## config.mk

```make
export PLATFORM = sky130hd
export DESIGN_NAME = ghcr_div
export DESIGN_NICKNAME = d
export VERILOG_FILES = /design/src/rtl/core/ghcr_pkg.sv /design/src/rtl/core/ghcr_div.sv
export SDC_FILE = /design/constraint.sdc
export NUM_CORES = 1
export LEC_CHECK = 0
export BUFFER_PORTS_ARGS = -buffer_cell sky130_fd_sc_hd__buf_2
export CORE_MARGIN = 3
export CORE_UTILIZATION = 60
export DETAILED_ROUTE_END_ITERATION = 12
export PLACE_DENSITY = 0.9
export SETUP_SLACK_MARGIN = 0.02
export SLEW_MARGIN = 10
export SYNTH_ARGS = -nofsm -noshare
export SYNTH_HDL_FRONTEND = slang
export SYNTH_SLANG_ARGS = --single-unit
```

## constraint.sdc

```tcl
create_clock -name clk -period 4.82 [get_ports clk]
set_clock_uncertainty 0.2 [all_clocks]
set_input_delay 0.482 -clock clk [delete_from_list [all_inputs] [get_ports clk]]
set_output_delay 0.482 -clock clk [all_outputs]
set_load 0.005 [all_outputs]
```

## src/rtl/core/ghcr_pkg.sv

```systemverilog
// Shared constants, types and the normal-tail table for the collision risk block.
`timescale 1ns / 1ps

package ghcr_pkg;

    // Number of table intervals over the normalized argument range 0 to 4.
    localparam int TAIL_TABLE_DEPTH = 256;
    localparam int TAIL_IDX_W       = $clog2(TAIL_TABLE_DEPTH);
    // Table position: entry index plus 8 interpolation fraction bits.
    localparam int POS_W            = TAIL_IDX_W + 8;
    localparam int TAIL_SUBSTEPS    = 4;
    localparam int PANELS           = TAIL_TABLE_DEPTH * TAIL_SUBSTEPS;

    localparam int RISK_W  = 16;
    localparam int ROOT_W  = 31;
    localparam int RAD_W   = 63;
    localparam int MAG_W   = 63;

    localparam logic [RISK_W-1:0] ONE_Q15  = 16'd32768;
    localparam logic [RISK_W-1:0] HALF_Q15 = 16'd16384;
    localparam logic [RISK_W-1:0] ZERO_Q15 = 16'd0;

    localparam longint unsigned ONE_Q30         = 64'd1 << 30;
    localparam longint unsigned INV_SQRT_PI_Q30 = 64'd605793953;

    typedef enum logic [1:0] {
        CMD_CONSTRAINT    = 2'd0,
        CMD_NO_CONSTRAINT = 2'd1,
        CMD_EMPTY_LIST    = 2'd2,
        CMD_UNUSED        = 2'd3
    } cmd_t;

    typedef logic [TAIL_TABLE_DEPTH:0][RISK_W-1:0] tail_tab_t;

    // Handshake between the sequencer and an iterative unit.
    typedef struct packed {
        logic start;
        logic done;
    } unit_ctl_t;

    // Series term divided by its order, each order with its own fixed divisor.
    function automatic longint unsigned div_by_order(input longint unsigned v,
                                                     input longint unsigned n);
        longint unsigned q;
        case (n)
            64'd1:   q = v;
            64'd2:   q = v >> 1;
            64'd3:   q = v / 64'd3;
            64'd4:   q = v >> 2;
            64'd5:   q = v / 64'd5;
            64'd6:   q = v / 64'd6;
            64'd7:   q = v / 64'd7;
            64'd8:   q = v >> 3;
            64'd9:   q = v / 64'd9;
            64'd10:  q = v / 64'd10;
            64'd11:  q = v / 64'd11;
            64'd12:  q = v / 64'd12;
            64'd13:  q = v / 64'd13;
            64'd14:  q = v / 64'd14;
            64'd15:  q = v / 64'd15;
            64'd16:  q = v >> 4;
            default: q = v;
        endcase
        return q;
    endfunction

    // exp(-w) for w in Q.30, evaluated at elaboration only.
    function automatic longint unsigned exp_neg(input longint unsigned w);
        longint unsigned f;
        longint unsigned term;
        longint unsigned e;
        longint          sum;
        longint unsigned n;
        int              i;
        f    = w >> 4;
        term = ONE_Q30;
        sum  = longint'(ONE_Q30);
        if (f > ONE_Q30)
        begin
            f = ONE_Q30;
        end
        for (n = 1; n <= 16; n++)
        begin
            term = div_by_order((term * f) >> 30, n);
            if (n[0])
            begin
                sum = sum - longint'(term);
            end
            else
            begin
                sum = sum + longint'(term);
            end
        end
        if (sum < 0)
        begin
            sum = 0;
        end
        e = longint'(sum);
        for (i = 0; i < 4; i++)
        begin
            e = (e * e) >> 30;
        end
        return e;
    endfunction

    function automatic longint unsigned grid_u(input longint unsigned m);
        return (m << 31) / PANELS;
    endfunction

    function automatic longint unsigned sq_q30(input longint unsigned u);
        longint unsigned h;
        h = u >> 1;
        return (h * h) >> 28;
    endfunction

    // Simpson integration of exp(-u*u) gives the tail (1 - erf(u)) / 2 in Q1.15.
    function automatic tail_tab_t build_tail_tab();
        tail_tab_t       tab;
        longint unsigned acc;
        longint unsigned g0;
        longint unsigned gm;
        longint unsigned g1;
        longint unsigned u0;
        longint unsigned um;
        longint unsigned u1;
        longint unsigned integ;
        longint unsigned d;
        longint unsigned tail;
        longint unsigned q;
        longint unsigned j;
        longint unsigned idx;
        tab    = '0;
        acc    = 0;
        g0     = exp_neg(0);
        tab[0] = HALF_Q15;
        for (j = 0; j < PANELS; j++)
        begin
            u0  = grid_u(2 * j);
            um  = grid_u(2 * j + 1);
            u1  = grid_u(2 * j + 2);
            gm  = exp_neg(sq_q30(um));
            g1  = exp_neg(sq_q30(u1));
            acc = acc + (((u1 - u0) * (g0 + 4 * gm + g1)) >> 10);
            g0  = g1;
            if (((j + 1) % TAIL_SUBSTEPS) == 0)
            begin
                integ = (acc / 6) >> 20;
                d     = (integ * INV_SQRT_PI_Q30) >> 30;
                tail  = (d >= (ONE_Q30 >> 1)) ? 64'd0 : (ONE_Q30 >> 1) - d;
                idx   = (j + 1) / TAIL_SUBSTEPS;
                q     = (tail + 64'd16384) >> 15;
                if (q > 64'd32768)
                begin
                    q = 64'd32768;
                end
                if (idx <= TAIL_TABLE_DEPTH)
                begin
                    tab[idx] = q[RISK_W-1:0];
                end
            end
        end
        return tab;
    endfunction

    localparam tail_tab_t TAIL_TAB = build_tail_tab();

endpackage

```

## src/rtl/core/ghcr_div.sv

```systemverilog
// Iterative restoring divider that yields the table position, one bit per cycle.
`timescale 1ns / 1ps

module ghcr_div (
    input  logic                        clk,
    input  logic                        rst_n,
    input  ghcr_pkg::unit_ctl_t         ctl_in,
    output ghcr_pkg::unit_ctl_t         ctl_out,
    input  logic [ghcr_pkg::ROOT_W-1:0] num_hi,
    input  logic [ghcr_pkg::POS_W-1:0]  num_lo,
    input  logic [ghcr_pkg::ROOT_W-1:0] den,
    output logic [ghcr_pkg::POS_W-1:0]  quo
);

    localparam int CNT_W = $clog2(ghcr_pkg::POS_W + 1);

    logic [ghcr_pkg::ROOT_W:0]   rem_reg, rem_next;
    logic [ghcr_pkg::POS_W-1:0]  lo_reg, lo_next;
    logic [ghcr_pkg::POS_W-1:0]  q_reg, q_next;
    logic [ghcr_pkg::ROOT_W-1:0] den_reg, den_next;
    logic [CNT_W-1:0]            cnt_reg, cnt_next;
    logic                        busy_reg, busy_next;
    logic                        done_reg, done_next;
    logic [ghcr_pkg::ROOT_W:0]   shifted;

    always_comb
    begin
        shifted   = {rem_reg[ghcr_pkg::ROOT_W-1:0], lo_reg[ghcr_pkg::POS_W-1]};
        rem_next  = rem_reg;
        lo_next   = lo_reg;
        q_next    = q_reg;
        den_next  = den_reg;
        cnt_next  = cnt_reg;
        busy_next = busy_reg;
        done_next = 1'b0;
        if (ctl_in.start)
        begin
            rem_next  = {1'b0, num_hi};
            lo_next   = num_lo;
            q_next    = '0;
            den_next  = den;
            cnt_next  = CNT_W'(ghcr_pkg::POS_W);
            busy_next = 1'b1;
        end
        else if (busy_reg)
        begin
            lo_next = lo_reg << 1;
            if (shifted >= {1'b0, den_reg})
            begin
                rem_next = shifted - {1'b0, den_reg};
                q_next   = {q_reg[ghcr_pkg::POS_W-2:0], 1'b1};
            end
            else
            begin
                rem_next = shifted;
                q_next   = {q_reg[ghcr_pkg::POS_W-2:0], 1'b0};
            end
            cnt_next = cnt_reg - 1'b1;
            if (cnt_reg == CNT_W'(1))
            begin
                busy_next = 1'b0;
                done_next = 1'b1;
            end
        end
    end

    always_ff @(posedge clk or negedge rst_n)
    begin
        if (!rst_n)
        begin
            busy_reg <= 1'b0;
            done_reg <= 1'b0;
            cnt_reg  <= '0;
        end
        else
        begin
            busy_reg <= busy_next;
            done_reg <= done_next;
            cnt_reg  <= cnt_next;
        end
    end

    always_ff @(posedge clk)
    begin
        rem_reg <= rem_next;
        lo_reg  <= lo_next;
        q_reg   <= q_next;
        den_reg <= den_next;
    end

    assign quo           = q_reg;
    assign ctl_out.start = 1'b0;
    assign ctl_out.done  = done_reg;

endmodule

```

==> flow_summary.yaml <==
status:
  status: "finished clean"
die:
  rows: 35
  die_y_microns: 105.3
  core_sq_mm: 0.009415
  die-area_sq_mm: 0.01108
  die_w_microns: 105.3
  io_pins: 100
  start_util_pct: 62.82
finish:
  antenna_cells: 0
  drive_gt1_share_pct: 24.88
  fin_area_sq_mm: 0.006623
  nFillCells: 692
  layout.nets: 758
  syn2layout_area_growth_pct: 11.97
yosys:
  synth_flop_cell: "edfxtp_1"
  seq_area_frac_synth_pct: 47.98
  synth_cells: 560
  avgSynthCellArea_sq_um: 10.56
  synth_nets: 676
  synth_enable_flop_cells: 78
  synth_largest_area_cell: "edfxtp_1"
  synthArstFlopShare_pct: 6.931
  synth_most_common_cell: "edfxtp_1"
  synth_top_cells_by_area: "edfxtp_1 40%, mux2_2 7.2%, ha_1 7.0%, dfxtp_1 5.4%, nand2_1 3.3%"
  netlist.area_leader.share_pct: 39.60
  synth_warnings: 0
  synth_commonest_cells: "78 x edfxtp_1, 52 x nand2_1, 44 x inv_1"
  syn-cell-area_sq_mm: 0.005914
  ys_ff_latch: 101
  yosysUniqueCellTypes: 60
power:
  ir_worst_vdd_v: 0.0003417
  powerDensity_mw_per_mm2: 588.5
  p_leak_nw: 3.000
routing:
  drt-pass1-iter-count: 5
  routed-via-count: 4484
  drt_iter0_markers: 331
  wl_per_cell_microns: 15.53
  drc_errors: 0
  wirelength_microns: 12050
  antenna_left: 0
  vias_per_cell: 5.778
timing:
  finalCritPeriodShare_pct: 75.55
  post-route-min-period_ns: 3.641
  holdWs_ns: 0.08351
  finalHoldViolations: 0
  fin_setup_tns_ns: 0
  setup_slack_ns: 1.179
  maxSlewViolCount: 0
  rsz0062_at_grt: "no"
  clock.fmax_ghz: 0.2746
  max_slew_margin_pct: 22.52
  setup_violations: 0
  tightest_slew_ns: 1.162
worst_setup_path:
  timing.rr.start: "rem_reg[20]$_DFFE_PP_"
  crit_required_ns: 4.82
  crit_path_end_kind: "register"
  criticalPathCategory: "register to register"
  critPathArrivalTime_ns: 3.64
  timing.rr.end: "rem_reg[26]$_DFFE_PP_"
  critPathLaunch: "rem_reg[20]$_DFFE_PP_"
  r2r_slack_ns: 1.18
  crit_path_max_fanout: 50
  rr_worst_depth: 11
  start_kind: "register"
clock_tree:
  ctsResizeCount: 0
  numCtsBuffers: 9
  clockBufferDepth: 2
  path_clk_slew_ns: 0.10
  clkLatencyLatePin_ns: 0.37
  h-tree-depth: 3
  cts_tree: "built"
  cts_hold_buffers: 1
  cts_setup_buffers: 0
  root_buffer: "clkbuf_8"
  cts_sinks: 101
global_routing:
  grt_pass1_wl_microns: 20050
  grt_max_degree: 77
  antenna_found_initial: 0
  grt_pass1_vias: 4416
  grt_overflow: 0
  gr-usage-all-layers_pct: 22.06
placed_design:
  portBuffers: 97
  dpl.hpwl_microns: 8701
  gp_congestion: 0.8585
  dpl_cell_area_sq_mm: 0.006439
  pre_cts_ws_ns: 1.226
flow_run:
  cap_violations: 0
min_path:
  min_to: "den_reg[7]$_DFFE_PP_"
  hold_path.class: "input port to register"
  hold_depth: 1
  hp-start: "den[7]"
worst max-delay path: stages, from the launching register on:
cell	delay, ns
edfxtp_1	0.41
ha_1	0.42
a2111oi_2	0.39
o21ai_1	0.13
a31oi_1	0.23
o21ai_1	0.11
a311o_1	0.40
o21ai_4	0.39
buf_12	0.28
nor3_1	0.08
a31o_1	0.26
a221oi_2	0.16
how the worst max path moves through the flow:
| stage | to | slack, ns | cells past startpoint |
|---|---|---|---|
| after global routing | rem_reg[4]$_DFFE_PP_ | 0.92 | 11 |
| after global placement | rem_reg[21]$_DFFE_PP_ | 1.30 | 10 |
| after floorplan | rem_reg[6]$_DFFE_PP_ | 1.76 | 12 |
| final | rem_reg[26]$_DFFE_PP_ | 1.18 | 11 |
| after detailed placement | rem_reg[2]$_DFFE_PP_ | 1.23 | 10 |
| after CTS | rem_reg[7]$_DFFE_PP_ | 1.21 | 10 |
cell families after synthesis:
kind of cell / count (synthesis) / synth area share [%]
compound gates: 137 / 14.66
simple gates: 133 / 10.51
flops: 101 / 47.98
buf+inv: 73 / 5.500
mux: 55 / 10.11
fa+ha+maj: 34 / 7.320
xor+xnor: 26 / 3.850
other cells: 1 / 0.06340
where the power goes:
group / switching, mW / total, mW / internal, mW
clock network: 0.295 / 0.486 / 0.191
registers: 0.128 / 1.34 / 1.21
logic: 1.18 / 2.07 / 0.891
total: 1.60 / 3.90 / 2.30
metal layers:
layer	vias to the layer above	GRT usage, %	routed length [microns]	share of wire (%)
met2	155	37.07	5885	49
met4	0	6.560	238	2.0
met3	19	6.369	764	6.3
met5	-	0	0	0
met1	2123	27.67	5166	43
li1	2187	-	-	-
layout by cell type, fill, tap and decap left out, drive strengths merged, types with 3 or more instances in the layout:
master and instances:
xor2 14, nand2 52, mux2 38, a211oi 10
nand2b 5, dfrtp 7, or3 3, nor3 6
nor2b 3, edfxtp 78, nor4b 3, nor2 36
a21oi 34, a21o 19, buf 99, clkbuf 9
or3b 3, clkinv 5, a31oi 6, xnor2 12
ha 33, nand3 4, o31ai 3, inv 46
o211ai 3, and3 3, nand4 7, a32oi 3
mux2i 17, dfxtp 16, o21ai 44
stage by stage:
stage,instances,total power [mW],utilization (%)
global route,776,4.232,70.34
CTS,776,3.889,70.34
global placement,759,3.264,68.39
detailed placement,759,3.384,68.39
finish,776,3.898,70.34
floorplan,560,2.995,-
final cells by class:
type / instances / area, sq um / share of cell area [%]
multi-input cells: 386 / 2759 / 41.66
clock buffers: 9 / 123.9 / 1.870
inverters: 44 / 165.2 / 2.494
clock inverters: 7 / 50.05 / 0.7557
flip-flops and latches: 101 / 2838 / 42.85
repair buffers: 100 / 525.5 / 7.935
well taps: 129 / 161.4 / 2.437
Power figures use the tool's default switching activity.
