[src/rtl/core/ghcr_pkg.sv]
// Shared constants, types and the normal-tail table for the collision risk block.
`timescale 1ns / 1ps

package ghcr_pkg;

    // Number of table intervals over the normalized argument range 0 to 4.
    localparam int TAIL_TABLE_DEPTH = 256;
    localparam int TAIL_IDX_W       = $clog2(TAIL_TABLE_DEPTH);
    // Table position: entry index plus 8 interpolation fraction bits.
    localparam int POS_W            = TAIL_IDX_W + 8;
    localparam int TAIL_SUBSTEPS    = 4;
    localparam int PANELS           = TAIL_TABLE_DEPTH * TAIL_SUBSTEPS;

    localparam int RISK_W  = 16;
    localparam int ROOT_W  = 31;
    localparam int RAD_W   = 63;
    localparam int MAG_W   = 63;

    localparam logic [RISK_W-1:0] ONE_Q15  = 16'd32768;
    localparam logic [RISK_W-1:0] HALF_Q15 = 16'd16384;
    localparam logic [RISK_W-1:0] ZERO_Q15 = 16'd0;

    localparam longint unsigned ONE_Q30         = 64'd1 << 30;
    localparam longint unsigned INV_SQRT_PI_Q30 = 64'd605793953;

    typedef enum logic [1:0] {
        CMD_CONSTRAINT    = 2'd0,
        CMD_NO_CONSTRAINT = 2'd1,
        CMD_EMPTY_LIST    = 2'd2,
        CMD_UNUSED        = 2'd3
    } cmd_t;

    typedef logic [TAIL_TABLE_DEPTH:0][RISK_W-1:0] tail_tab_t;

    // Handshake between the sequencer and an iterative unit.
    typedef struct packed {
        logic start;
        logic done;
    } unit_ctl_t;

    // Series term divided by its order, each order with its own fixed divisor.
    function automatic longint unsigned div_by_order(input longint unsigned v,
                                                     input longint unsigned n);
        longint unsigned q;
        case (n)
            64'd1:   q = v;
            64'd2:   q = v >> 1;
            64'd3:   q = v / 64'd3;
            64'd4:   q = v >> 2;
            64'd5:   q = v / 64'd5;
            64'd6:   q = v / 64'd6;
            64'd7:   q = v / 64'd7;
            64'd8:   q = v >> 3;
            64'd9:   q = v / 64'd9;
            64'd10:  q = v / 64'd10;
            64'd11:  q = v / 64'd11;
            64'd12:  q = v / 64'd12;
            64'd13:  q = v / 64'd13;
            64'd14:  q = v / 64'd14;
            64'd15:  q = v / 64'd15;
            64'd16:  q = v >> 4;
            default: q = v;
        endcase
        return q;
    endfunction

    // exp(-w) for w in Q.30, evaluated at elaboration only.
    function automatic longint unsigned exp_neg(input longint unsigned w);
        longint unsigned f;
        longint unsigned term;
        longint unsigned e;
        longint          sum;
        longint unsigned n;
        int              i;
        f    = w >> 4;
        term = ONE_Q30;
        sum  = longint'(ONE_Q30);
        if (f > ONE_Q30)
        begin
            f = ONE_Q30;
        end
        for (n = 1; n <= 16; n++)
        begin
            term = div_by_order((term * f) >> 30, n);
            if (n[0])
            begin
                sum = sum - longint'(term);
            end
            else
            begin
                sum = sum + longint'(term);
            end
        end
        if (sum < 0)
        begin
            sum = 0;
        end
        e = longint'(sum);
        for (i = 0; i < 4; i++)
        begin
            e = (e * e) >> 30;
        end
        return e;
    endfunction

    function automatic longint unsigned grid_u(input longint unsigned m);
        return (m << 31) / PANELS;
    endfunction

    function automatic longint unsigned sq_q30(input longint unsigned u);
        longint unsigned h;
        h = u >> 1;
        return (h * h) >> 28;
    endfunction

    // Simpson integration of exp(-u*u) gives the tail (1 - erf(u)) / 2 in Q1.15.
    function automatic tail_tab_t build_tail_tab();
        tail_tab_t       tab;
        longint unsigned acc;
        longint unsigned g0;
        longint unsigned gm;
        longint unsigned g1;
        longint unsigned u0;
        longint unsigned um;
        longint unsigned u1;
        longint unsigned integ;
        longint unsigned d;
        longint unsigned tail;
        longint unsigned q;
        longint unsigned j;
        longint unsigned idx;
        tab    = '0;
        acc    = 0;
        g0     = exp_neg(0);
        tab[0] = HALF_Q15;
        for (j = 0; j < PANELS; j++)
        begin
            u0  = grid_u(2 * j);
            um  = grid_u(2 * j + 1);
            u1  = grid_u(2 * j + 2);
            gm  = exp_neg(sq_q30(um));
            g1  = exp_neg(sq_q30(u1));
            acc = acc + (((u1 - u0) * (g0 + 4 * gm + g1)) >> 10);
            g0  = g1;
            if (((j + 1) % TAIL_SUBSTEPS) == 0)
            begin
                integ = (acc / 6) >> 20;
                d     = (integ * INV_SQRT_PI_Q30) >> 30;
                tail  = (d >= (ONE_Q30 >> 1)) ? 64'd0 : (ONE_Q30 >> 1) - d;
                idx   = (j + 1) / TAIL_SUBSTEPS;
                q     = (tail + 64'd16384) >> 15;
                if (q > 64'd32768)
                begin
                    q = 64'd32768;
                end
                if (idx <= TAIL_TABLE_DEPTH)
                begin
                    tab[idx] = q[RISK_W-1:0];
                end
            end
        end
        return tab;
    endfunction

    localparam tail_tab_t TAIL_TAB = build_tail_tab();

endpackage

[src/rtl/core/ghcr_sqrt.sv]
// Iterative integer square root, two radicand bits per cycle.
`timescale 1ns / 1ps

module ghcr_sqrt (
    input  logic                       clk,
    input  logic                       rst_n,
    input  ghcr_pkg::unit_ctl_t        ctl_in,
    output ghcr_pkg::unit_ctl_t        ctl_out,
    input  logic [ghcr_pkg::RAD_W-1:0] radicand,
    output logic [ghcr_pkg::ROOT_W-1:0] root
);

    logic [ghcr_pkg::RAD_W-1:0] v_reg, v_next;
    logic [ghcr_pkg::RAD_W-1:0] res_reg, res_next;
    logic [ghcr_pkg::RAD_W-1:0] bit_reg, bit_next;
    logic                       busy_reg, busy_next;
    logic                       done_reg, done_next;
    logic [ghcr_pkg::RAD_W-1:0] trial;

    always_comb
    begin
        trial     = res_reg + bit_reg;
        v_next    = v_reg;
        res_next  = res_reg;
        bit_next  = bit_reg;
        busy_next = busy_reg;
        done_next = 1'b0;
        if (ctl_in.start)
        begin
            v_next    = radicand;
            res_next  = '0;
            bit_next  = {1'b1, {(ghcr_pkg::RAD_W-1){1'b0}}};
            busy_next = 1'b1;
        end
        else if (busy_reg)
        begin
            if (v_reg >= trial)
            begin
                v_next   = v_reg - trial;
                res_next = (res_reg >> 1) + bit_reg;
            end
            else
            begin
                res_next = res_reg >> 1;
            end
            bit_next = bit_reg >> 2;
            if (bit_reg[0])
            begin
                busy_next = 1'b0;
                done_next = 1'b1;
            end
        end
    end

    always_ff @(posedge clk or negedge rst_n)
    begin
        if (!rst_n)
        begin
            busy_reg <= 1'b0;
            done_reg <= 1'b0;
        end
        else
        begin
            busy_reg <= busy_next;
            done_reg <= done_next;
        end
    end

    always_ff @(posedge clk)
    begin
        v_reg   <= v_next;
        res_reg <= res_next;
        bit_reg <= bit_next;
    end

    assign root          = res_reg[ghcr_pkg::ROOT_W-1:0];
    assign ctl_out.start = 1'b0;
    assign ctl_out.done  = done_reg;

endmodule

[config.mk]
export PLATFORM = sky130hd
export DESIGN_NAME = ghcr_sqrt
export DESIGN_NICKNAME = d
export VERILOG_FILES = /design/src/rtl/core/ghcr_pkg.sv /design/src/rtl/core/ghcr_sqrt.sv
export SDC_FILE = /design/constraint.sdc
export NUM_CORES = 1
export LEC_CHECK = 0
export ABC_AREA = 1
export BUFFER_PORTS_ARGS = -buffer_cell sky130_fd_sc_hd__buf_2
export CAP_MARGIN = 10
export CORE_MARGIN = 10
export CORE_UTILIZATION = 54
export CTS_BUF_LIST = sky130_fd_sc_hd__clkbuf_4 sky130_fd_sc_hd__clkbuf_8
export DETAILED_ROUTE_END_ITERATION = 7
export PLACE_DENSITY = 0.81
export RECOVER_POWER = 100
export REMOVE_ABC_BUFFERS = 1
export SETUP_SLACK_MARGIN = 0.15
export SYNTH_ARGS = -nofsm -noshare
export SYNTH_HDL_FRONTEND = slang
export SYNTH_SLANG_ARGS = --single-unit
[constraint.sdc]
create_clock -name clk -period 9.4 [get_ports clk]
set_input_delay 0.47 -clock clk [delete_from_list [all_inputs] [get_ports clk]]
set_output_delay 0.47 -clock clk [all_outputs]
set_load 0.01 [all_outputs]
==> results of run 1 <==
[cell families (layout without fill, tap and decap cells)]
family	count (synthesis)	after routing
AOI/OAI and AO/OA	483	483
xor gates and xnor gates	76	76
adders and majority gates	128	128
buffers and inverters	612	636
DFF	160	160
other	1	1
and+or+nand+nor	1992	1992
[placed cells by master (no fill, tap or decap), types with 5 or more instances in the layout]
cell type / n
nand3_1: 292
nand4_1: 34
nor2_1: 414
o21a_1: 6
a21oi_1: 239
inv_6: 7
ha_1: 127
nand2_1: 1125
nand3b_1: 39
nor2_2: 7
clkbuf_1: 35
inv_1: 478
inv_2: 18
or2_2: 21
dfxtp_1: 95
edfxtp_1: 63
buf_2: 63
nor4_1: 7
o21ai_0: 180
xor2_1: 34
a21o_1: 6
o211ai_1: 5
nor3_1: 39
xnor2_1: 42
clkbuf_8: 18
o21bai_1: 24
[stage by stage]
stage	hold WS [ns]	utilization [%]	power [mW]	area, µm²	cells
finish	0.197	57.1	5.63	20300	3937
global route	0.204	57.1	6.11	20300	3937
CTS	0.196	57.3	5.52	20400	3937
detailed placement	0.255	56.1	4.95	20000	3904
global placement	0.255	56.1	4.90	20000	3904
floorplan	0.174	-	3.90	18900	3340
[critical path: stages (launching register included)]
cell	delay [ns]
dfxtp_1	0.41
ha_1	0.39
nand2_1	0.10
o21ai_0	0.22
nand2_1	0.08
o21ai_0	0.19
a21boi_0	0.31
o21ai_0	0.72
nand3_1	0.27
nand3b_1	0.16
nand2_1	0.10
ha_1	0.40
nand4_1	0.33
nor2_1	0.18
nand2_1	0.08
nor2_1	0.12
nand2_1	0.13
nand3_1	0.15
nor2_4	0.04
buf_4	0.26
nand2_8	0.49
nand2_1	0.45
nand2_2	0.20
clkbuf_2	1.31
[path summary, 6_finish.rpt]
kind / startpoint / to / cells after the start
min in group asynchronous: rst_n / busy_reg / 2
worst max register to register: res_reg[4] / v_reg[30] / 23
worst max-delay path: res_reg[4] / v_reg[30] / 23
max in group asynchronous: rst_n / done_reg / 2
worst min register to register: res_reg[0] / res_reg[0] / 2
worst min-delay path: radicand[39] / v_reg[39] / 3
[per-layer routing]
layer  global-route usage [%]  up-vias  part of all wire [%]
met5                        0        -                     0
met4                     15.4        0                   5.3
met3                     3.50      178                   7.9
met2                     50.3     1030                    45
met1                     38.7    10000                    41
li1                         -    11100                     -
[power by group]
group	internal, mW	switching [mW]
clock network	0.229	0.331
registers	1.04	0.232
logic	1.25	2.55
total	2.51	3.11
[area by class of cell]
cell class	count	area, µm²	area share (%)
clock buffer	19	255	1.26
clock inverter	13	144	0.708
inverter	500	1880	9.24
multi-input combinational	2680	13100	64.6
sequential	160	3840	18.9
tap	461	577	2.84
timing repair buffer	104	492	2.42
==> key figures, run 1 <==
Place
  • Dpl ws: 3.04 ns
  • Hpwl dp: 55,500 µm
  • Buffers on Ports: 97
  • Gp weighted congestion: 1.03

Floorplan
  • Core area: between 30,000 and 40,000 µm²
  • Die H: 210 µm
  • Num rows: 69
  • Starting density of the core: 54.8%
  • Die Wd: 210 µm
  • Die ar.: 44,100 µm²
  • Ports: 100

Logic synthesis
  • Most numerous cell in the Yosys netlist: nand2_1
  • Number of synthesized register bits: between 150 and 200
  • Post-synth ARST share: 1.25%
  • Xor and xnor area share after synthesis: 3.42%
  • Post-synthesis compound-gate area fraction: 13.2%
  • Synth Area in Simple Gates: 42.5%
  • EDFF count, synth: 63
  • Post-synth top cells: nand2_1, inv_1, nor2_1
  • Area leader, netlist: nand2_1
  • Ys flop type: dfxtp_1
  • Netlist Area Pre-Place: 19,500 µm²
  • Ranking of synthesized cells by area: nand2_1, dfxtp_1, edfxtp_1, inv_1, ha_1
  • Synth unique cells: 52
  • Mapped Avg Cell Area: about 5.6 µm²
  • Syn. warnings: 0
  • Post-synthesis adder-cell area fraction: 8.26%
  • Share of the synthesized area in the top cell type: 21.7%
  • Mux cell area share after synthesis: 0%
  • Sequential area share after synthesis: between 10% and 20%
  • Cells after Synth: 3,452
  • Main combinational cell family by area after synthesis: simple AND/OR/NAND/NOR gates

Timing
  • Setup Skew: between 0.02 and 0.025 ns
  • Fmax: 0.130 GHz
  • Slew @ Worst Pin: 4.41 ns
  • Final Worst Setup Slack: 1.70 ns
  • Post-Route Setup TNS: 0 ns
  • Max Slew Vio Count: between 200 and 250
  • RSZ-0062 raised after global routing: no
  • Min Tclk post-route: 7.70 ns
  • Fin crit share: 81.9%
  • Hold Fails Final Rpt: 0
  • Final Setup Violations: 0
  • Rel. slew slack: -194%

Hold path
  • Tightest Hold Check Type: input pin to register

Clock network
  • Clock buffer depth: 2
  • # hold bufs at CTS: 1
  • CTS tree: done
  • Post-CTS setup buffers: 0
  • Root buf cell: clkbuf_8
  • Worst-Skew Late Latency: 0.54 ns
  • Clk slew on worst S/H paths: around 0.10 ns
  • H-tree depth: 4
  • Post-CTS sizing: 0
  • CTS Buf Count: 17
  • Clock sink count: 160

Global route
  • Overflow left after global routing: 0
  • Total Routing Usage GR: between 30% and 40%
  • Pin count of the biggest net entering global routing: 94
  • Initial antenna violation count: 0
  • Number of global-route vias before repair: approximately 21,000
  • First-pass GRT wire length: around 110,000 µm

Drt
  • Via count: 22,300
  • DR pass1 iterations: 8
  • Residual DRC: 0
  • Initial drt markers: between 2,000 and 2,500
  • DR vias/cell: 5.66
  • Final WL: 69,500 µm
  • Antenna-violating nets left: 0
  • Wirelength per Cell: around 18 µm

Worst setup path
  • Kind of critical path: register to register
  • CP endpoint kind: register
  • Setup crit start kind: register
  • CP required: 9.53 ns
  • Internal reg-to-reg setup slack: 1.70 ns
  • Crit Path Max Fanout: 91
  • Arrival @ worst endpoint: 7.82 ns

Cells and area
  • Synthesis-to-layout area growth: 4.26%
  • Fillcell total: 3,876
  • Layout cells sized above 1: 4.49%
  • Fin nets: 3,658
  • # diodes: 0

Run
  • MaxCap Viol Count: 3

Pwr
  • Max rail drop VDD: 0.258 mV
  • Pwr dens: 277 nW/µm²
  • Lkg Pwr: approximately 9.3 nW

Status
  • Outcome: finished with violations
  • Violated checks: max-capacitance violations, max-slew violations
Note: power is estimated with default switching activity, not from simulation.
==> run 2: changes to the inputs <==
--- a/config.mk
+++ b/config.mk
@@ -5,7 +5,7 @@
 export SDC_FILE = /design/constraint.sdc
 export NUM_CORES = 1
 export LEC_CHECK = 0
-export ABC_AREA = 1
+export ABC_AREA = 0
 export BUFFER_PORTS_ARGS = -buffer_cell sky130_fd_sc_hd__buf_2
 export CAP_MARGIN = 10
 export CORE_MARGIN = 10
==> constraint.sdc (replaced) <==
create_clock -name clk -period 7.75 [get_ports clk]
set_input_delay 0.3875 -clock clk [delete_from_list [all_inputs] [get_ports clk]]
set_output_delay 0.3875 -clock clk [all_outputs]
set_load 0.01 [all_outputs]
==> run 2 against run 1 <==
The flow still finishes with violations (max-capacitance violations, max-slew violations). Clock skew shrank 0.0035 ns. Non-clock buffer count increased by 5. Design area decreased by 21%. Synthesized cell count decreased by 42%. Worst setup slack got worse by 1.2 ns. Cell count decreased by 40%. Critical path type unchanged. Clock-buffer cell count up 1. Power down 5.3%. Wire length fell by 34%.
==> key figures, run 2 <==
Logic synthesis
  • EDFF count, synth: 63
  • Share of the synthesized area in the top cell type: 12.3%
  • Number of synthesized register bits: 160
  • Netlist Area Pre-Place: 15,500 µm²
  • Post-synth ARST share: between 1 and 1.5%
  • Area leader, netlist: dfxtp_1
  • Ys flop type: dfxtp_1
  • Most numerous cell in the Yosys netlist: nand2_1
  • Cells after Synth: 1,988
  • Mapped Avg Cell Area: slightly below 8 µm²
  • Sequential area share after synthesis: between 20% and 30%
  • Ranking of synthesized cells by area: dfxtp_1, edfxtp_1, ha_1, nand2_1, o21ai_0
  • Synth unique cells: 89
  • Post-synth top cells: nand2_1, nor2_1, o21ai_0
  • Syn. warnings: 0

Place
  • Hpwl dp: 34,600 µm
  • Placed cell count: around 2,300
  • Gp weighted congestion: 1.01
  • Dpl ws: between 0.8 and 0.9 ns
  • Buffers on Ports: 97

Floorplan
  • Die ar.: ~36,000 µm²
  • Die H: 189 µm
  • Die Wd: 189 µm
  • Core area: 28,000 µm²
  • Num rows: 61
  • Ports: 100
  • Starting density of the core: 55.3%

Drt
  • Wirelength per Cell: 19.5 µm
  • Via count: 15,000
  • Final WL: 45,800 µm
  • Initial drt markers: 1,594
  • Antenna-violating nets left: 0
  • Residual DRC: 0
  • DR vias/cell: 6.38
  • DR pass1 iterations: 5

Worst setup path
  • Setup crit start kind: register
  • Worst path top cell family by delay: simple AND/OR/NAND/NOR gates
  • Slowest CP cell: nor4_1
  • FF-to-FF Start: res_reg[10]
  • Worst R2R Path Depth: 22
  • Worst path cell trace: ha_1, nand3_1, a211oi_1, a31oi_1, o311ai_0, nand2_1, nand2_1, a31oi_1, o21ai_0, nand2_1, xor2_1, ha_1, nand3_1, nor2_1, nand3_1, nor4_1, nand4_4, a21oi_4, nand4_4, and2_4, o21ai_4, clkbuf_4
  • Internal reg-to-reg setup slack: between 0.4 and 0.5 ns
  • Kind of critical path: register to register
  • R2R Path End: v_reg[25]
  • CP required: 7.87 ns
  • Worst path max stage delay: 0.58 ns
  • Arrival @ worst endpoint: ~7.4 ns
  • CP endpoint kind: register
  • Worst Setup SP: res_reg[10]
  • Crit Path Max Fanout: 59
  • Crit path buffers/inverters: 1

Clock network
  • Root buf cell: clkbuf_8
  • Clock buffer depth: 2
  • Post-CTS setup buffers: 0
  • Post-CTS sizing: 0
  • CTS Buf Count: 17
  • H-tree depth: 4
  • CTS tree: done
  • Clk slew on worst S/H paths: 0.10 ns
  • # hold bufs at CTS: 1
  • Clock sink count: 160
  • Worst-Skew Late Latency: 0.49 ns

Cells and area
  • Non-filler cells, final: 2,346
  • Most common cell after layout, fill and taps aside: nand2_1
  • Synthesis-to-layout area growth: 3.93%
  • Fillcell total: 2,637
  • # diodes: 0
  • Register area: 3840 µm²
  • Most frequent cells in the layout: nand2_1, nor2_1, o21ai_0
  • Fin nets: 2,150
  • Layout cells sized above 1: 7.27%
  • Area of the multi-input gates: 10,700 µm²

Timing
  • Max Slew Vio Count: 56
  • Min Tclk post-route: 7.26 ns
  • Final Worst Setup Slack: 0.489 ns
  • Setup Skew: 0.0182 ns
  • Fin crit share: 93.7%
  • Rel. slew slack: -36.6%
  • Fin Hold WS: about 0.17 ns
  • RSZ-0062 raised after global routing: no
  • Slew @ Worst Pin: 2.05 ns
  • Hold Fails Final Rpt: 0
  • Final Setup Violations: 0
  • Fmax: around 0.14 GHz

Run
  • MaxCap Viol Count: 1

Global route
  • Initial antenna violation count: 0
  • Pin count of the biggest net entering global routing: 87
  • Met3 Use GR: 4.67%
  • Most Crowded Layer GR: met2
  • Overflow left after global routing: 0
  • M2 GR Usage: 37.9%
  • Met1 usage: roughly a third
  • Number of global-route vias before repair: 13,600
  • Total Routing Usage GR: 24.7%
  • First-pass GRT wire length: between 70,000 and 80,000 µm

Status
  • Violated checks: max-capacitance violations, max-slew violations
  • Outcome: finished with violations

Hold path
  • Hold path start: radicand[50]
  • Tightest Hold Check Type: input pin to register
  • Worst Hold Path EP: v_reg[50]
  • Hold path depth: 3

Pwr
  • Lkg Pwr: 6.36 nW
  • Total power: 5.33 mW
  • Max rail drop VDD: 0.276 mV
  • Pwr dens: 331 nW/µm²
## run 2: changes by cell type in the layout (fill, tap and decap cells not counted), sizes merged, moves of 42 or more
cell	previous run	this run
inv	504	42
a21oi	241	125
a31oi	3	70
nor2	422	185
xnor2	42	84
nand3	292	44
nand2	1130	236
## run 2: worst max-delay path by stage
stage	endpoint	slack, ns	cells past startpoint
after global placement	v_reg[30]	1.00	23
after detailed placement	v_reg[30]	0.83	23
after global routing	v_reg[25]	0.20	24
after CTS	v_reg[25]	0.78	23
after floorplan	v_reg[0]	-2.11	21
final	v_reg[25]	0.49	22
## run 2: cells by family (layout without fill, tap and decap cells)
logic type	Yosys count	count (layout)	synth area share, %
buffers and inverters	201	181	6.11
flip-flops	160	160	24.8
XOR/XNOR	150	150	8.48
other	1	1	0.0242
AND/OR/NAND/NOR	671	671	20.4
AO/OA/AOI/OAI	636	636	27.1
adder cells (fa/ha/maj)	128	128	10.4
multiplexers	41	41	2.67
## run 2: through the flow
| stage | utilization (%) | cell area, µm² | TNS, ns |
|---|---|---|---|
| detailed placement | 56.3 | 15800 | 0 |
| global route | 57.4 | 16100 | 0 |
| finish | 57.4 | 16100 | 0 |
| global placement | 56.3 | 15800 | 0 |
| floorplan | - | 14700 | -133.04 |
| CTS | 57.7 | 16200 | 0 |
## run 2: final cells by class
type	count	area share, %
clock buffers	20	1.59
repair buffers	109	3.41
well taps	378	2.94
multi-input cells	1627	66.4
flip-flops and latches	160	23.9
clock inverters	12	0.832
inverters	40	0.933
## run 2: power breakdown
part | total, mW | internal, mW | switching [mW] | leakage, nW
combinational | 3.31 | 1.22 | 2.09 | 4.72
sequential | 1.35 | 1.20 | 0.155 | 1.44
clock | 0.661 | 0.299 | 0.361 | 0.200
total | 5.33 | 2.72 | 2.61 | 6.36
## run 2: worst min-delay path, cell delays in order
cell     delay, ns
buf_2         0.08
nand2_1       0.04
o21ai_0       0.06
## run 2: per-layer routing
layer	vias up	wire length [µm]
li1	7243	-
met1	7050	20900
met2	620	20100
met3	63	3610
met4	0	1210
met5	-	0
